**config.mk**
```make
export PLATFORM = sky130hd
export DESIGN_NAME = slt_char_parse
export DESIGN_NICKNAME = d
export VERILOG_FILES = /design/src/slt_pkg.sv /design/src/slt_char_parse.sv
export SDC_FILE = /design/constraint.sdc
export NUM_CORES = 2
export LEC_CHECK = 0
export ABC_AREA = 1
export BUFFER_PORTS_ARGS = -buffer_cell sky130_fd_sc_hd__buf_2
export CORE_UTILIZATION = 35
export DETAILED_ROUTE_END_ITERATION = 12
export PLACE_DENSITY_LB_ADDON = 0.12
export SYNTH_ARGS = -nofsm -noshare
export SYNTH_HDL_FRONTEND = slang
export SYNTH_SLANG_ARGS = --single-unit
```
**constraint.sdc**
```tcl
create_clock -name i_clk -period 11.5 [get_ports i_clk]
set_input_delay 2.3 -clock i_clk [delete_from_list [all_inputs] [get_ports i_clk]]
set_output_delay 2.3 -clock i_clk [all_outputs]
set_load 0.01 [all_outputs]
```
**src/slt_pkg.sv**
```systemverilog
// ----------------------------------------------------------------------------
// slt_pkg
// Shared types, codes and helper functions for the SQL literal parser.
// ----------------------------------------------------------------------------
`default_nettype none

package slt_pkg;

    // Column type codes
    localparam logic [2:0] COL_INT   = 3'd0;
    localparam logic [2:0] COL_DEC   = 3'd1;
    localparam logic [2:0] COL_BOOL  = 3'd2;
    localparam logic [2:0] COL_DATE  = 3'd3;
    localparam logic [2:0] COL_DTIME = 3'd4;

    // Config register indexes
    localparam logic CFG_COL_TYPE  = 1'b0;
    localparam logic CFG_DEC_SCALE = 1'b1;

    // Number reader phases
    localparam logic [1:0] NUM_WS   = 2'd0;
    localparam logic [1:0] NUM_SIGN = 2'd1;
    localparam logic [1:0] NUM_DIG  = 2'd2;
    localparam logic [1:0] NUM_STOP = 2'd3;

    // Token phases
    localparam logic [1:0] PH_WHOLE = 2'd0;
    localparam logic [1:0] PH_FRAC  = 2'd1;
    localparam logic [1:0] PH_DONE  = 2'd2;

    localparam logic [4:0] MAX_SCALE     = 5'd18;
    localparam logic [4:0] DEF_SCALE     = 5'd2;
    localparam logic [4:0] PART_CHARS    = 5'd31;
    localparam logic [2:0] POS_SAT       = 3'd7;
    localparam logic [63:0] SAT_MAG      = 64'h8000_0000_0000_0000;
    localparam logic [63:0] MUL_LIMIT    = 64'd922337203685477580;
    localparam logic [63:0] INT_POS_MAX  = 64'd2147483647;
    localparam logic [63:0] INT_NEG_MAX  = 64'd2147483648;
    localparam logic [31:0] ISO_YEAR_MIN = 32'd31;

    // Datetime field weights
    localparam logic [63:0] W_YEAR  = 64'd10000000000;
    localparam logic [63:0] W_MONTH = 64'd100000000;
    localparam logic [63:0] W_DAY   = 64'd1000000;
    localparam logic [63:0] W_HOUR  = 64'd10000;
    localparam logic [63:0] W_MIN   = 64'd100;

    typedef struct packed {
        logic [1:0]  ph;
        logic        neg;
        logic [63:0] mag;
    } t_num;

    // Snapshot of a finished token, handed to the result pipeline
    typedef struct packed {
        logic [2:0]       kind;
        logic             nul;
        logic             bool_hit;
        logic [63:0]      wval;
        logic [63:0]      fmag;
        logic             fneg;
        logic             fstop;
        logic [4:0]       scale;
        logic [4:0]       seen;
        logic             nsign;
        logic [5:0][31:0] fields;
    } t_snap;

    function automatic logic is_space(input logic [7:0] c);
        return (c == 8'd32) || (c >= 8'd9 && c <= 8'd13);
    endfunction

    function automatic logic is_digit(input logic [7:0] c);
        return (c >= "0") && (c <= "9");
    endfunction

    // One character into a saturating decimal reader
    function automatic t_num num_feed(input t_num cur, input logic [7:0] c);
        t_num        r;
        logic [63:0] m;
        r = cur;
        m = cur.mag;
        if (cur.ph != NUM_STOP) begin
            if (is_digit(c)) begin
                if (cur.mag > MUL_LIMIT) begin
                    m = SAT_MAG;
                end else begin
                    m = (cur.mag << 3) + (cur.mag << 1) + {56'd0, c - "0"};
                    if (m > SAT_MAG) m = SAT_MAG;
                end
                r.mag = m;
                r.ph  = NUM_DIG;
            end else if (cur.ph == NUM_WS && is_space(c)) begin
                r.ph = NUM_WS;
            end else if (cur.ph == NUM_WS && (c == "+" || c == "-")) begin
                r.neg = (c == "-");
                r.ph  = NUM_SIGN;
            end else begin
                r.ph = NUM_STOP;
            end
        end
        return r;
    endfunction

    // Signed value of a saturated magnitude
    function automatic logic [63:0] num_value(input logic neg, input logic [63:0] mag);
        if (neg) return (mag >= SAT_MAG) ? SAT_MAG : (64'd0 - mag);
        return (mag >= SAT_MAG) ? (SAT_MAG - 64'd1) : mag;
    endfunction

    // Keyword letter check: 0 NULL, 1 TRUE, 2 true, 3 "1"
    function automatic logic kw_ok(input logic [1:0] k, input logic [2:0] pos,
                                   input logic [7:0] c);
        logic [7:0] e;
        logic       v;
        e = 8'd0;
        v = 1'b1;
        case ({k, pos})
            {2'd0, 3'd0}: e = "N";
            {2'd0, 3'd1}: e = "U";
            {2'd0, 3'd2}: e = "L";
            {2'd0, 3'd3}: e = "L";
            {2'd1, 3'd0}: e = "T";
            {2'd1, 3'd1}: e = "R";
            {2'd1, 3'd2}: e = "U";
            {2'd1, 3'd3}: e = "E";
            {2'd2, 3'd0}: e = "t";
            {2'd2, 3'd1}: e = "r";
            {2'd2, 3'd2}: e = "u";
            {2'd2, 3'd3}: e = "e";
            {2'd3, 3'd0}: e = "1";
            default:      v = 1'b0;
        endcase
        return v && (c == e);
    endfunction

    function automatic logic [63:0] pow10(input logic [4:0] n);
        logic [63:0] p;
        case (n)
            5'd0:  p = 64'd1;
            5'd1:  p = 64'd10;
            5'd2:  p = 64'd100;
            5'd3:  p = 64'd1000;
            5'd4:  p = 64'd10000;
            5'd5:  p = 64'd100000;
            5'd6:  p = 64'd1000000;
            5'd7:  p = 64'd10000000;
            5'd8:  p = 64'd100000000;
            5'd9:  p = 64'd1000000000;
            5'd10: p = 64'd10000000000;
            5'd11: p = 64'd100000000000;
            5'd12: p = 64'd1000000000000;
            5'd13: p = 64'd10000000000000;
            5'd14: p = 64'd100000000000000;
            5'd15: p = 64'd1000000000000000;
            5'd16: p = 64'd10000000000000000;
            5'd17: p = 64'd100000000000000000;
            5'd18: p = 64'd1000000000000000000;
            default: p = 64'd0;
        endcase
        return p;
    endfunction

endpackage

`default_nettype wire

```
**src/slt_char_parse.sv**
```systemverilog
// ----------------------------------------------------------------------------
// slt_char_parse
// Per-character token state: number readers, keyword match, date fields.
// Emits a token snapshot alongside the final character.
// ----------------------------------------------------------------------------
`default_nettype none

module slt_char_parse (
    input  wire                 i_clk,
    input  wire                 i_rst_n,
    input  wire                 i_accept,
    input  wire  [7:0]          i_char,
    input  wire                 i_final,
    input  wire  [2:0]          i_col_type,
    input  wire  [4:0]          i_dec_scale,
    output slt_pkg::t_snap      o_snap
);

    logic [2:0]       r_pos, n_pos;
    logic [3:0]       r_kw, n_kw;
    logic             r_ended, n_ended;
    logic [2:0]       r_type, n_type;
    logic [4:0]       r_scale, n_scale;
    slt_pkg::t_num    r_whole, n_whole;
    slt_pkg::t_num    r_frac, n_frac;
    logic [4:0]       r_fseen, n_fseen;
    logic [1:0]       r_phase, n_phase;
    logic             r_nsign, n_nsign;
    logic [4:0]       r_part, n_part;
    logic [5:0][31:0] r_fields, n_fields;
    logic [2:0]       r_fidx, n_fidx;
    logic             r_bad, n_bad;
    logic [7:0]       r_sep, n_sep;

    logic [4:0]       sc;
    logic [2:0]       need;
    logic [2:0]       k;
    logic             sep_ok;
    slt_pkg::t_num    fed;
    logic [63:0]      fval;
    logic [63:0]      wv;
    logic [5:0][31:0] f_fields;
    logic [2:0]       f_fidx;
    logic             kw_len4;

    // next state for one character
    always_comb begin
        n_pos    = r_pos;
        n_kw     = r_kw;
        n_ended  = r_ended;
        n_type   = r_type;
        n_scale  = r_scale;
        n_whole  = r_whole;
        n_frac   = r_frac;
        n_fseen  = r_fseen;
        n_phase  = r_phase;
        n_nsign  = r_nsign;
        n_part   = r_part;
        n_fields = r_fields;
        n_fidx   = r_fidx;
        n_bad    = r_bad;
        n_sep    = r_sep;
        k        = 3'd0;
        sep_ok   = 1'b1;
        fed      = slt_pkg::num_feed(r_whole, i_char);
        fval     = slt_pkg::num_value(fed.neg, fed.mag);

        // sample config on first char
        sc = (i_dec_scale == 5'd0) ? slt_pkg::DEF_SCALE : i_dec_scale;
        if (sc > slt_pkg::MAX_SCALE) sc = slt_pkg::MAX_SCALE;
        if (r_pos == 3'd0) begin
            n_type  = i_col_type;
            n_scale = sc;
        end
        need = (n_type == slt_pkg::COL_DATE) ? 3'd3 : 3'd6;

        // keyword candidates
        for (int i = 0; i < 4; i++) begin
            if (!slt_pkg::kw_ok(2'(i), r_pos, i_char)) n_kw[i] = 1'b0;
        end

        if (!r_ended) begin
            if (i_char == 8'd0) begin
                n_ended = 1'b1;
            end else begin
                case (n_type)
                    slt_pkg::COL_INT: begin
                        n_whole = fed;
                    end
                    slt_pkg::COL_DEC: begin
                        if (r_pos == 3'd0 && (i_char == "+" || i_char == "-")) begin
                            n_nsign = (i_char == "-");
                        end else if (r_phase == slt_pkg::PH_WHOLE) begin
                            if (i_char == ".") begin
                                n_phase = slt_pkg::PH_FRAC;
                            end else if (r_part < slt_pkg::PART_CHARS) begin
                                n_part  = r_part + 5'd1;
                                n_whole = fed;
                            end
                        end else if (r_fseen < n_scale) begin
                            n_fseen = r_fseen + 5'd1;
                            n_frac  = slt_pkg::num_feed(r_frac, i_char);
                        end
                    end
                    slt_pkg::COL_DATE, slt_pkg::COL_DTIME: begin
                        if (!r_bad && r_phase != slt_pkg::PH_DONE) begin
                            n_whole = fed;
                            if (fed.ph == slt_pkg::NUM_STOP) begin
                                if (r_whole.ph != slt_pkg::NUM_DIG) begin
                                    n_bad = 1'b1;
                                end else begin
                                    for (int i = 0; i < 6; i++) begin
                                        if (r_fidx == 3'(i))
                                            n_fields[i] = fval[31:0];
                                    end
                                    k      = r_fidx + 3'd1;
                                    n_fidx = k;
                                    if (k >= need) begin
                                        n_phase = slt_pkg::PH_DONE;
                                    end else begin
                                        n_whole.ph  = slt_pkg::NUM_WS;
                                        n_whole.neg = 1'b0;
                                        n_whole.mag = 64'd0;
                                        if (n_type == slt_pkg::COL_DATE) begin
                                            if (k == 3'd1) begin
                                                sep_ok = (i_char == "-") || (i_char == "/");
                                                n_sep  = i_char;
                                            end else begin
                                                sep_ok = (i_char == r_sep);
                                            end
                                        end else if (k == 3'd3) begin
                                            // date/time gap: reader restarts on this char
                                            if (slt_pkg::is_space(i_char)) begin
                                                sep_ok = 1'b1;
                                            end else if (i_char == "+" || i_char == "-") begin
                                                n_whole.ph  = slt_pkg::NUM_SIGN;
                                                n_whole.neg = (i_char == "-");
                                            end else begin
                                                sep_ok = 1'b0;
                                            end
                                        end else begin
                                            sep_ok = (i_char == ((k < 3'd3) ? "-" : ":"));
                                        end
                                        if (!sep_ok) n_bad = 1'b1;
                                    end
                                end
                            end
                        end
                    end
                    default: begin
                        n_whole = r_whole;
                    end
                endcase
            end
        end

        if (r_pos < slt_pkg::POS_SAT) n_pos = r_pos + 3'd1;
    end

    // token snapshot on the final character
    always_comb begin
        wv       = slt_pkg::num_value(n_whole.neg, n_whole.mag);
        f_fields = n_fields;
        f_fidx   = n_fidx;
        if (!n_bad && n_phase != slt_pkg::PH_DONE && n_whole.ph == slt_pkg::NUM_DIG) begin
            for (int i = 0; i < 6; i++) begin
                if (n_fidx == 3'(i))
                    f_fields[i] = wv[31:0];
            end
            f_fidx = n_fidx + 3'd1;
        end
        kw_len4         = (n_pos == 3'd4);
        o_snap.kind     = n_type;
        o_snap.bool_hit = (n_kw[1] && kw_len4) || (n_kw[2] && kw_len4) ||
                          (n_kw[3] && n_pos == 3'd1);
        o_snap.wval     = wv;
        o_snap.fmag     = n_frac.mag;
        o_snap.fneg     = n_frac.neg;
        o_snap.fstop    = (n_frac.ph == slt_pkg::NUM_STOP);
        o_snap.scale    = n_scale;
        o_snap.seen     = n_fseen;
        o_snap.nsign    = n_nsign;
        o_snap.fields   = f_fields;
        case (n_type)
            slt_pkg::COL_INT:
                o_snap.nul = !(n_whole.ph == slt_pkg::NUM_DIG &&
                               (n_whole.neg ? (n_whole.mag <= slt_pkg::INT_NEG_MAX)
                                            : (n_whole.mag <= slt_pkg::INT_POS_MAX)));
            slt_pkg::COL_DEC, slt_pkg::COL_BOOL:
                o_snap.nul = 1'b0;
            slt_pkg::COL_DATE, slt_pkg::COL_DTIME:
                o_snap.nul = (f_fidx != need);
            default:
                o_snap.nul = 1'b1;
        endcase
        if (n_kw[0] && kw_len4) o_snap.nul = 1'b1;
    end

    // token state; cleared after each final character
    always_ff @(posedge i_clk) begin
        if (!i_rst_n || (i_accept && i_final)) begin
            r_pos    <= 3'd0;
            r_kw     <= 4'hF;
            r_ended  <= 1'b0;
            r_type   <= slt_pkg::COL_INT;
            r_scale  <= slt_pkg::DEF_SCALE;
            r_whole  <= '0;
            r_frac   <= '0;
            r_fseen  <= 5'd0;
            r_phase  <= slt_pkg::PH_WHOLE;
            r_nsign  <= 1'b0;
            r_part   <= 5'd0;
            r_fields <= '0;
            r_fidx   <= 3'd0;
            r_bad    <= 1'b0;
            r_sep    <= 8'd0;
        end else if (i_accept) begin
            r_pos    <= n_pos;
            r_kw     <= n_kw;
            r_ended  <= n_ended;
            r_type   <= n_type;
            r_scale  <= n_scale;
            r_whole  <= n_whole;
            r_frac   <= n_frac;
            r_fseen  <= n_fseen;
            r_phase  <= n_phase;
            r_nsign  <= n_nsign;
            r_part   <= n_part;
            r_fields <= n_fields;
            r_fidx   <= n_fidx;
            r_bad    <= n_bad;
            r_sep    <= n_sep;
        end
    end

endmodule

`default_nettype wire

```
# [Word level (Yosys, flattened, before mapping)]
# Cells that the tools add are included.
# Widths: inputs -> output; s select.
[totals] ff_bits=367 in_bits=20 wordCells=285
[classes] muxes=139 n_lt_le_gt_ge=18 eq_ne=41 n_reduce_logical=45 bitwise=6 addsub=12
[op_table] operator="$mux 192" count=7
[op_table] operator="$mux 67" count=18
[op_table] operator="$mux 64" count=10
[op_table] operator="$mux 32" count=16
[op_table] operator="$pmux 67 s3" count=1
[op_table] operator="$add 64x64->64" count=2
[op_table] operator="$add 64x8->64" count=2
[op_table] operator="$ge 64x64->1 const B" count=2
[op_table] operator="$gt 64x60->1 const B" count=2
[op_table] operator="$gt 64x64->1 const B" count=2
[op_table] operator="$le 64x31->1 const B" count=1
[op_table] operator="$le 64x32->1 const B" count=1
[op_table] operator="$sub 1x64->64 const A" count=1
[op_table] operator="$pmux 7 s4" count=2
[op_table] operator="$mux 5" count=10
[op_table] operator="$mux 1" count=42
[op_table] operator="$eq 8x6->1 const B" count=5
[op_table] operator="$eq 8x8->1" count=5
[op_table] operator="$mux 2" count=19
[op_table] operator="$sub 1x32->32 const A" count=1
[op_table] operator="$mux 3" count=10
[op_table] operator="$eq 3x2->1 const B" count=9
[op_table] operator="$pmux 7 s3" count=1
[op_table] operator="$logic_and 1x1->1" count=20
[op_table] operator="other kinds (33)" count=72

# [Depth between registers and ports, before layout]
[logic_depth] depth_word=28 mapped_depth=45 ltp_nobuf=43

# [Worst setup path after synthesis]
# OpenSTA, ideal clock, no wires.
[synth_path] path_kind="input to output" start="in i_char[6]" end="out o_snap[72] (netlist name)" t_arrival_ns=6.644 cell_stages=37 path_slack_ns=2.556 t_required_ns=9.200 path_cell_list="buf_2 > inv_1 > nand2_1 > xor2_1 > fa_1 > ha_1 > nand2_1 > nor2_2 > nand2_1 > o21bai_1 > nand2_2 > nand2_2 > nand2_2 > nand2_1 > nand3b_1 > nand2_2 > nand2_1 > nor2_1 > nand2_1 > nor2_1 > nand3_2 > nand2_4 > buf_8 > nand2_1 > nand2_1 > inv_1 > ha_1 > nand3_1 > nor2_4 > nand2_1 > nand2_1 > o21ai_0 > or2_1 > clkbuf_1 > nand3_1 > o21ai_1 > o21ai_0"
[synth_rtl] element="start, declared" line="slt_char_parse.sv:12" rtl="input wire [7:0] i_char,"
[synth_rtl] element="end, declared" line="slt_char_parse.sv:16" rtl="output slt_pkg::t_snap o_snap"

==> results.sh <==
export IMPL_clkPwrFrac_pct=24.8
export IMPL_pin_count=358
export IMPL_ir_drop_mv=0.0961
export IMPL_htreeDepth=2
export IMPL_p_switching_w=0.00336
export IMPL_clock_sinks=367
export IMPL_core_um2=116000
export IMPL_power_leakage_nw=23.4
export IMPL_n_fill_cell=13000
export IMPL_met3_usage_pct=4.19
export IMPL_critical_path_arrival_ns=8.51
export IMPL_maxSlewHeadroom_pct=16.1
export IMPL_drt_iter0_markers=4586
export IMPL_synth_area_um2=40900
export IMPL_combPwrFrac_pct=53.3
export IMPL_regToRegEndpoint="r_fields[8]$_SDFFE_PP0P_"
export IMPL_viasPerCell=5.40
export IMPL_ys_types=76
export IMPL_yosys_top_cells_count="2271 x nand2_1, 732 x inv_1, 602 x o21ai_0, 582 x nor2_1, 517 x a21oi_1"
export IMPL_post_synth_cell_area_avg_um2=5.73
export IMPL_yosys_warnings=0
export IMPL_cts_clk_slew_worst_paths_ns=0.06
export IMPL_post_cts_repair_setup_buffers=0
export IMPL_crit_buf_inv=4
export IMPL_die_area_um2=118000
export IMPL_start_util_pct=35.3
export IMPL_slowest_delay_ns=0.49
export IMPL_ant_nets=0
export IMPL_antenna_found_initial=8
export IMPL_cts_tree="yes"
export IMPL_status="completed"
export IMPL_hold_depth=2
export IMPL_fmax_mhz=92.5
export IMPL_grt_pass1_vias=43700
export IMPL_worst_slew_pin_slew_ns=1.25
export IMPL_worstSkewPairLatency_ns=0.67
export IMPL_cts_buffers=51
export IMPL_seq_area_um2=7350
export IMPL_critPathMostFrequentCell="nand2_1"
export IMPL_vias=47500
export IMPL_power_frac_seq_pct=21.9
export IMPL_final_setup_tns_ns=0
export IMPL_end_kind="primary output"
export IMPL_crit_family="simple AND/OR/NAND/NOR gates"
export IMPL_ys_ff_latch=367
export IMPL_totalWireLength_um=186000
export IMPL_ys_flop_type="dfxtp_1"
export IMPL_ctsLongestPathBuffers=3
export IMPL_crit_path_start="i_char[4]"
export IMPL_syn_nets=7441
export IMPL_skew_ns=0.0338
export IMPL_critical_path_slowest_cell="fa_1"
export IMPL_synthTopCellsByArea="nand2_1 21%, dfxtp_1 18%, ha_1 8.1%, o21ai_0 7.4%, inv_1 6.7%"
export IMPL_yosysMostFrequentCell="nand2_1"
export IMPL_r2r_cells=31
export IMPL_io_buffers=357
export IMPL_area_growth_syn_to_layout_pct=10.0
export IMPL_rsz0062_at_grt="no"
export IMPL_synth_edff_count=0
export IMPL_power_density_nw_per_um2=147
export IMPL_drc=0
export IMPL_fin_util_pct=38.8
export IMPL_cts_root_buf="clkbuf_16"
export IMPL_grt_pass1_wl_um=275000
export IMPL_slew_violations=0
export IMPL_hold_violations=0
export IMPL_grt_max_degree=255
export IMPL_fin_crit_ns=10.81
export IMPL_synth_async_reset_ratio_pct=0
export IMPL_hp_class="flip-flop to flip-flop"
export IMPL_setup_viol_count_final=0
export IMPL_place_hpwl_um=143000
export IMPL_first_pass_iters=6
export IMPL_yosysTopAreaCellShare_pct=20.8
export IMPL_fp_dieH_um=344
export IMPL_routedWlPerCell_um=21.2
export IMPL_reg2reg_from="r_whole[46]$_SDFFE_PP0P_"
export IMPL_worstSetupPathType="input pin to primary output"
export IMPL_reg2reg_slack_ns=5.23
export IMPL_swShare_pct=50.8
export IMPL_grtUsageTotal_pct=30.4
export IMPL_ctsHoldBuffers=0
export IMPL_nNetsFinal=7530
export IMPL_cp_endpoint="o_snap[29]"
export IMPL_p_int_w=0.00325
export IMPL_place_gp_congestion=0.970
export IMPL_rows=125
export IMPL_crit_cells=33
export IMPL_overflow=0
export IMPL_use_met2_pct=50.0
export IMPL_grtUsageMet1_pct=39.9
export IMPL_post_synth_top_area_cell="nand2_1"
export IMPL_cts_repair_resized=0
export IMPL_timing_final_crit_share_pct=94.0
export IMPL_cp_start_kind="input pin"
export IMPL_layout_drive_gt1_share_pct=10.9
export IMPL_cap_violations=0
export IMPL_worstPathRequired_ns=9.20
export IMPL_synthCells=7144
export IMPL_critPathMaxFanout=36
export IMPL_busiest_layer="met2"
export IMPL_die_w_um=344
export IMPL_synth_yosys_seq_area_share_pct=17.9
export IMPL_multi_input_area_um2=28900
==> power groups by stage <==
stage	registers (W)	clock network, W	logic, W
after floorplan	0.00143	0	0.00209
after global placement	0.00147	0	0.00343
after CTS	0.00144	0.00167	0.00346
final	0.00145	0.00164	0.00352
after global routing	0.00145	0.00171	0.00379
after detailed placement	0.00147	0	0.00345
==> registers in the layout, summed over array words and instances, names as in the netlist, 4 cells and up <==
| name | flops |
|---|---|
| r_fields | 192 |
| r_frac | 67 |
| r_fseen | 5 |
| r_kw | 4 |
| r_part | 5 |
| r_scale | 5 |
| r_sep | 8 |
| r_whole | 67 |
==> layout by cell type, fill, tap and decap left out, types with 47 or more instances in the layout <==
master / instances
nor3_1: 49
xor2_1: 61
o21ai_1: 104
clkbuf_16: 51
buf_2: 356
nand2_1: 2269
nand3_1: 516
or2_2: 93
a221oi_1: 58
buf_4: 63
nand2_2: 47
ha_1: 265
nand4_1: 68
dfxtp_1: 367
xnor2_1: 65
nor2_1: 582
a21oi_1: 516
inv_1: 729
o21ai_0: 602
==> worst register-to-register path: cells and delay by family (launching register included) <==
kind            cells  cell delay (ns)
flops               1             0.74
compound gates      3             0.50
simple gates       23             3.65
fa+ha+maj           3             1.01
buf+inv             2             0.20
==> cell type report <==
class	instances	share of cell area [%]
multi-input cells	5618	64.1
flip-flops and latches	367	16.3
inverters	771	6.46
repair buffers	424	5.21
well taps	1524	4.23
clock buffers	68	3.20
clock inverters	25	0.505
diodes	2	0.0111
==> stage by stage <==
stage               cell area [um2]  hold WS [ns]  std cells  power [W]  setup slack, ns
floorplan                     40900         0.419       7144    0.00352             2.56
global placement              43400         0.430       8704    0.00490            0.884
detailed placement            43400         0.437       8704    0.00492            0.861
CTS                           45100         0.449       8797    0.00657            0.860
global route                  45100         0.471       8798    0.00695            0.196
finish                        45100         0.446       8799    0.00661            0.686
==> worst min-delay path by stage <==
stage | startpoint | endpoint | slack (ns)
final | r_kw[0]$_SDFFE_PP1P_ | r_kw[0]$_SDFFE_PP1P_ | 0.45
after global routing | r_kw[3]$_SDFFE_PP1P_ | r_kw[3]$_SDFFE_PP1P_ | 0.47
after CTS | r_kw[0]$_SDFFE_PP1P_ | r_kw[0]$_SDFFE_PP1P_ | 0.45
after detailed placement | r_kw[0]$_SDFFE_PP1P_ | r_kw[0]$_SDFFE_PP1P_ | 0.44
after global placement | r_kw[0]$_SDFFE_PP1P_ | r_kw[0]$_SDFFE_PP1P_ | 0.43
after floorplan | r_kw[0]$_SDFFE_PP1P_ | r_kw[0]$_SDFFE_PP1P_ | 0.42
==> cell families (layout without fill, tap and decap cells) <==
kind of cell | Yosys count | in the layout | share of synthesized area (%)
AOI/OAI and AO/OA | 1418 | 1418 | 18.9
buffers and inverters | 1159 | 1288 | 11.7
and+or+nand+nor | 3774 | 3774 | 39.2
DFF | 367 | 367 | 17.9
muxes | 8 | 8 | 0.199
xor gates and xnor gates | 141 | 141 | 3.48
other | 0 | 2 | 0
adders and majority gates | 277 | 277 | 8.68
==> per-layer routing <==
layer	routed length (um)	vias up
met1	79800	22100
met3	12800	328
met5	0	-
met4	8180	0
met2	85700	1730
li1	-	23400
(Power assumes the default switching activity.)
